$ cat src/hw/rtl/pct_pkg.sv
package pct_pkg;

    // Shape codes carried in the op field of a query word.
    localparam logic [1:0] OP_SPHERE = 2'd0;
    localparam logic [1:0] OP_BOX    = 2'd1;
    localparam logic [1:0] OP_PLANE  = 2'd2;

    // Configuration register indexes.
    localparam int unsigned CFG_INDEX_W = 4;
    localparam logic [CFG_INDEX_W-1:0] CFG_NORMAL_X     = 4'd0;
    localparam logic [CFG_INDEX_W-1:0] CFG_NORMAL_Y     = 4'd1;
    localparam logic [CFG_INDEX_W-1:0] CFG_NORMAL_Z     = 4'd2;
    localparam logic [CFG_INDEX_W-1:0] CFG_PLANE_OFFSET = 4'd3;

    // Reset values of the plane registers.
    localparam logic signed [15:0] NORMAL_X_RESET = 16'sd0;
    localparam logic signed [15:0] NORMAL_Y_RESET = 16'sd0;
    localparam logic signed [15:0] NORMAL_Z_RESET = 16'sd16384;
    localparam logic signed [31:0] OFFSET_RESET   = 32'sd0;

    // Shift that brings a Q1.14 by Q16.16 product back to Q16.16.
    localparam int unsigned Q_SHIFT = 14;

    // Plane registers as seen by the datapath.
    typedef struct packed {
        logic signed [15:0] normal_x;
        logic signed [15:0] normal_y;
        logic signed [15:0] normal_z;
        logic signed [31:0] plane_offset;
    } pct_cfg_t;

    // Negate a normal component, clamping the most negative code.
    function automatic logic signed [15:0] neg_sat16(input logic signed [15:0] v);
        logic signed [16:0] n;
        begin
            n = -17'(v);
            if (n > 17'sd32767)
                neg_sat16 = 16'sh7FFF;
            else
                neg_sat16 = n[15:0];
        end
    endfunction

    // Clamp a contact coordinate into the signed 32 bit range.
    function automatic logic signed [31:0] sat32(input logic signed [44:0] v);
        begin
            if (v > 45'sh0_7FFF_FFFF)
                sat32 = 32'sh7FFF_FFFF;
            else if (v < -45'sh0_8000_0000)
                sat32 = 32'sh8000_0000;
            else
                sat32 = v[31:0];
        end
    endfunction

    // Clamp a non-negative depth into 31 bits.
    function automatic logic [30:0] sat_depth(input logic signed [39:0] v);
        begin
            if (v > 40'sh00_7FFF_FFFF)
                sat_depth = 31'h7FFF_FFFF;
            else
                sat_depth = v[30:0];
        end
    endfunction

endpackage

$ cat src/hw/rtl/pct_if.sv


// Configuration write channel.
interface pct_cfg_if;
    logic                              valid;
    logic                              ready;
    logic [pct_pkg::CFG_INDEX_W-1:0]   index;
    logic [31:0]                       data;

    modport source (
        output valid, index, data,
        input  ready
    );
    modport sink (
        input  valid, index, data,
        output ready
    );
endinterface

$ cat src/hw/rtl/pct_regs.sv
module pct_regs (
    input  logic              clk,
    input  logic              rst_n,
    pct_cfg_if.sink           cfg,
    output pct_pkg::pct_cfg_t plane
);

    pct_pkg::pct_cfg_t plane_reg;

    // Writes are always taken; an index beyond the list is dropped.
    assign cfg.ready = 1'b1;
    assign plane     = plane_reg;

    // Plane register file.
    always_ff @(posedge clk or negedge rst_n)
    begin
        if (!rst_n)
        begin
            plane_reg.normal_x     <= pct_pkg::NORMAL_X_RESET;
            plane_reg.normal_y     <= pct_pkg::NORMAL_Y_RESET;
            plane_reg.normal_z     <= pct_pkg::NORMAL_Z_RESET;
            plane_reg.plane_offset <= pct_pkg::OFFSET_RESET;
        end
        else if (cfg.valid)
        begin
            case (cfg.index)
                pct_pkg::CFG_NORMAL_X:     plane_reg.normal_x     <= cfg.data[15:0];
                pct_pkg::CFG_NORMAL_Y:     plane_reg.normal_y     <= cfg.data[15:0];
                pct_pkg::CFG_NORMAL_Z:     plane_reg.normal_z     <= cfg.data[15:0];
                pct_pkg::CFG_PLANE_OFFSET: plane_reg.plane_offset <= cfg.data;
                default:                   plane_reg              <= plane_reg;
            endcase
        end
    end

endmodule

$ cat src/flat_wrapper.sv
// flat-port wrapper written by rule: the top's interface ports become plain ports
module pct_regs_flat 
  (clk, rst_n, plane, cfg_valid, cfg_index, cfg_data, cfg_ready);
  pct_cfg_if cfg_i ();
  input  logic clk;
  input  logic rst_n;
  output pct_pkg::pct_cfg_t plane;
  input wire logic [$bits(cfg_i.valid)-1:0] cfg_valid;
  input wire logic [$bits(cfg_i.index)-1:0] cfg_index;
  input wire logic [$bits(cfg_i.data)-1:0] cfg_data;
  output wire logic [$bits(cfg_i.ready)-1:0] cfg_ready;
  assign cfg_i.valid = cfg_valid;
  assign cfg_i.index = cfg_index;
  assign cfg_i.data = cfg_data;
  assign cfg_ready = cfg_i.ready;
  pct_regs u_core (.clk(clk), .rst_n(rst_n), .cfg(cfg_i), .plane(plane));
endmodule
$ cat config.mk
export PLATFORM = sky130hd
export DESIGN_NAME = pct_regs_flat
export DESIGN_NICKNAME = d
export VERILOG_FILES = /design/src/hw/rtl/pct_pkg.sv /design/src/hw/rtl/pct_if.sv /design/src/hw/rtl/pct_regs.sv /design/src/flat_wrapper.sv
export SDC_FILE = /design/constraint.sdc
export NUM_CORES = 1
export LEC_CHECK = 0
export ABC_AREA = 1
export BUFFER_PORTS_ARGS = -buffer_cell sky130_fd_sc_hd__buf_2
export CAP_MARGIN = 40
export CORE_ASPECT_RATIO = 0.7
export CORE_MARGIN = 8
export CORE_UTILIZATION = 49
export CTS_CLUSTER_SIZE = 30
export DETAILED_ROUTE_END_ITERATION = 7
export PLACE_DENSITY = 0.83
export SYNTH_ARGS = -nofsm -noshare
export SYNTH_HDL_FRONTEND = slang
export SYNTH_SLANG_ARGS = --single-unit
$ cat constraint.sdc
create_clock -name clk -period 0.9 [get_ports clk]
set_clock_uncertainty 0.15 [all_clocks]
set_input_delay 0.045 -clock clk [delete_from_list [all_inputs] [get_ports clk]]
set_output_delay 0.045 -clock clk [all_outputs]
set_load 0.01 [all_outputs]
==> impl_metrics.ini <==
[status]
outcome = finished, violations left
failed_checks = negative hold slack, negative setup slack

[placed_design]
place_ws_ps = -207
dp.cells = 569
globalplace.congestion = 0.819
port_buffers = 118
hpwl_um = 7290
detailed_place.area_um2 = 4200

[global_routing]
first_global_vias = 3497
grt_pass1_wl_um = 17600
grt_max_degree = 34
grtUsageTotal_pct = 23.1
antenna_found_initial = 0
grt-ovfl-total = 0

[routing]
wl_per_cell_um = 18.2
vias = 3554
antenna_left = 0
wl_um = 11900
drtIter0Drc = 224
first_pass_iters = 5
route.detailed.drc = 0
drt-vias-per-instance = 5.41

[clock_network]
postCtsHoldBufs = 34
clock_latency_ps = 350
h-tree-depth = 3
root_buffer = clkbuf_8
cts_tree = yes
numCtsBuffers = 9
clkSlewWorstSetupHoldPaths_ps = 80
cts_buffer_depth = 2
clkSinkCount = 80

[floorplanning]
dieArea_um2 = 9780
io_pins = 120
coreArea_um2 = 6690
dieHeight_um = 85.2
rows = 25
start_util_pct = 50.0
die_w_um = 115

[pwr]
seqPwrFrac_pct = 43.7
intPower_mw = 7.59
combinationalPowerShare_pct = 32.0
power.density_nw_per_um2 = 2080
p_sw_mw = 3.48
switching_share_pct = 31.4
clkPwrFrac_pct = 24.3
p_leak_nw = 2.89
irDropWorstVdd_mv = 1.14

[worst_setup_path]
critPathMaxStageDelay_ps = 550
r2r_cells = 3
cp.arrival_ps = 1000
crit_family = flip-flops
slowest_stage = dfstp_2
end_kind = output pin
required_ps = 700
crit_buf_inv = 1
setup.worst_path.class = reg -> out
crit_chain = buf_6
start_kind = flop
crit_fanout = 2
reg2reg_from = u_core.plane[79]$_DFFE_PN0P_
rrSetupSlack_ps = -30
r2r-end = u_core.plane[79]$_DFFE_PN0P_

[flow_run]
cap_violations = 0

[finish]
final_cells = 657
layout-drive-gt1-share_pct = 41.9
largest_register_ffs = 80
stdcell_area_um2 = 5310
n_antenna_cell = 0
syn_to_final_growth_pct = 58.5
fin_nets = 597

[synth]
synth_cell_types = 13
avgSynthCellArea_um2 = 9.20
ys_seq_area_share_pct = 59.8
ys_warn_count = 0
synth_nets = 403
syn_area_um2 = 3350
ys_seq_elements = 80
syn-instance-count = 364

[sta]
layout_min_cycle_time_ps = 1200
hold_viol = 12
setup_viol = 86
fmax_mhz = 837
setup_tns_ps = -14300
min_period_over_period_pct = 133
rsz0062_at_grt = yes
finalWorstSetupSlack_ps = -295
hold_ws_ps = -101
slew_violations = 0

[min_path]
hp-start = cfg_index[0]
worstHoldPathType = in -> reg
whs_endpoint = u_core.plane[63]$_DFFE_PN0P_
holdPathStages = 3
==> cells in the final DEF (no fill, tap or decap), drive strengths merged <==
cell type,instances
buf,183
nand2,161
nand4,80
dfrtp,79
dlygate4sd3,33
clkbuf,11
nand3,4
inv,3
nor2,2
clkinv,2
clkinvlp,2
conb,1
bufinv,1
dfstp,1
==> through the flow <==
step | power (mW) | utilization, %
final | 11.1 | 79.3
after global routing | 11.6 | 79.3
after CTS | 10.4 | 74.8
after detailed placement | 7.19 | 62.8
after global placement | 7.10 | 62.8
after floorplan | 5.87 | -
==> worst max-delay path by stage <==
stage                                             from                           end  slack, ps  cells after the start
final                     u_core.plane[46]$_DFFE_PN1P_                     plane[46]       -300                      1
after global routing      u_core.plane[46]$_DFFE_PN1P_                     plane[46]       -330                      1
after CTS                 u_core.plane[46]$_DFFE_PN1P_                     plane[46]       -310                      1
after detailed placement                  cfg_index[3]  u_core.plane[27]$_DFFE_PN0P_       -210                      7
after global placement                    cfg_index[3]  u_core.plane[52]$_DFFE_PN0P_       -180                      7
after floorplan                           cfg_index[0]  u_core.plane[69]$_DFFE_PN0P_        -60                      6
==> cell type report <==
class,instances,area [um^2]
Sequential cell,80,2000
Timing Repair Buffer,216,1730
Fill cell,422,1380
Multi-Input combinational cell,248,1250
Clock buffer,11,151
Tap cell,94,118
Clock inverter,5,55.1
Inverter,3,11.3
==> synth_stat cells <==
cell type    n  area share (%)
nand3_2      4             1.2
nand4_1     80              15
clkbuf_1     5            0.56
nand2_1    161              18
inv_1        1            0.11
buf_1        2            0.22
dfrtp_1     79              59
inv_2        2            0.22
buf_4        3            0.67
buf_2       23             3.4
conb_1       1            0.11
nor2_4       2            0.67
dfstp_2      1            0.78
==> power by group through the flow <==
stage	Combinational, mW	Sequential, mW	Clock (mW)
after global placement	2.33	4.77	0
after CTS	2.99	4.73	2.73
final	3.54	4.83	2.69
after detailed placement	2.40	4.79	0
after global routing	3.82	4.89	2.91
after floorplan	0.740	5.13	0
==> per-layer routing <==
layer / share of wire [%] / vias to the layer above / GRT usage, %
met1: 40 / 1697 / 28.4
met4: 1.8 / 0 / 6.18
met3: 9.4 / 32 / 8.72
met2: 49 / 203 / 37.3
li1: - / 1622 / -
met5: 0 / - / 0
==> cells by family (layout without fill, tap and decap cells) <==
kind of cell           after synthesis  count (layout)  share of synthesized area (%)
DFF                                 80              80                           59.8
other                                1               1                          0.112
buffers and inverters               36             235                           5.23
and+or+nand+nor                    247             247                           34.9
==> timing repair <==
item | in CTS | in global routing
pin swaps | 0 | 10
gates resized for setup | 9 | 58
setup endpoints to repair | 80 | 110
endpoints found under the hold margin | 160 | 12
setup buffers | 27 | 20
No activity file was read; power rests on OpenSTA's default activity.
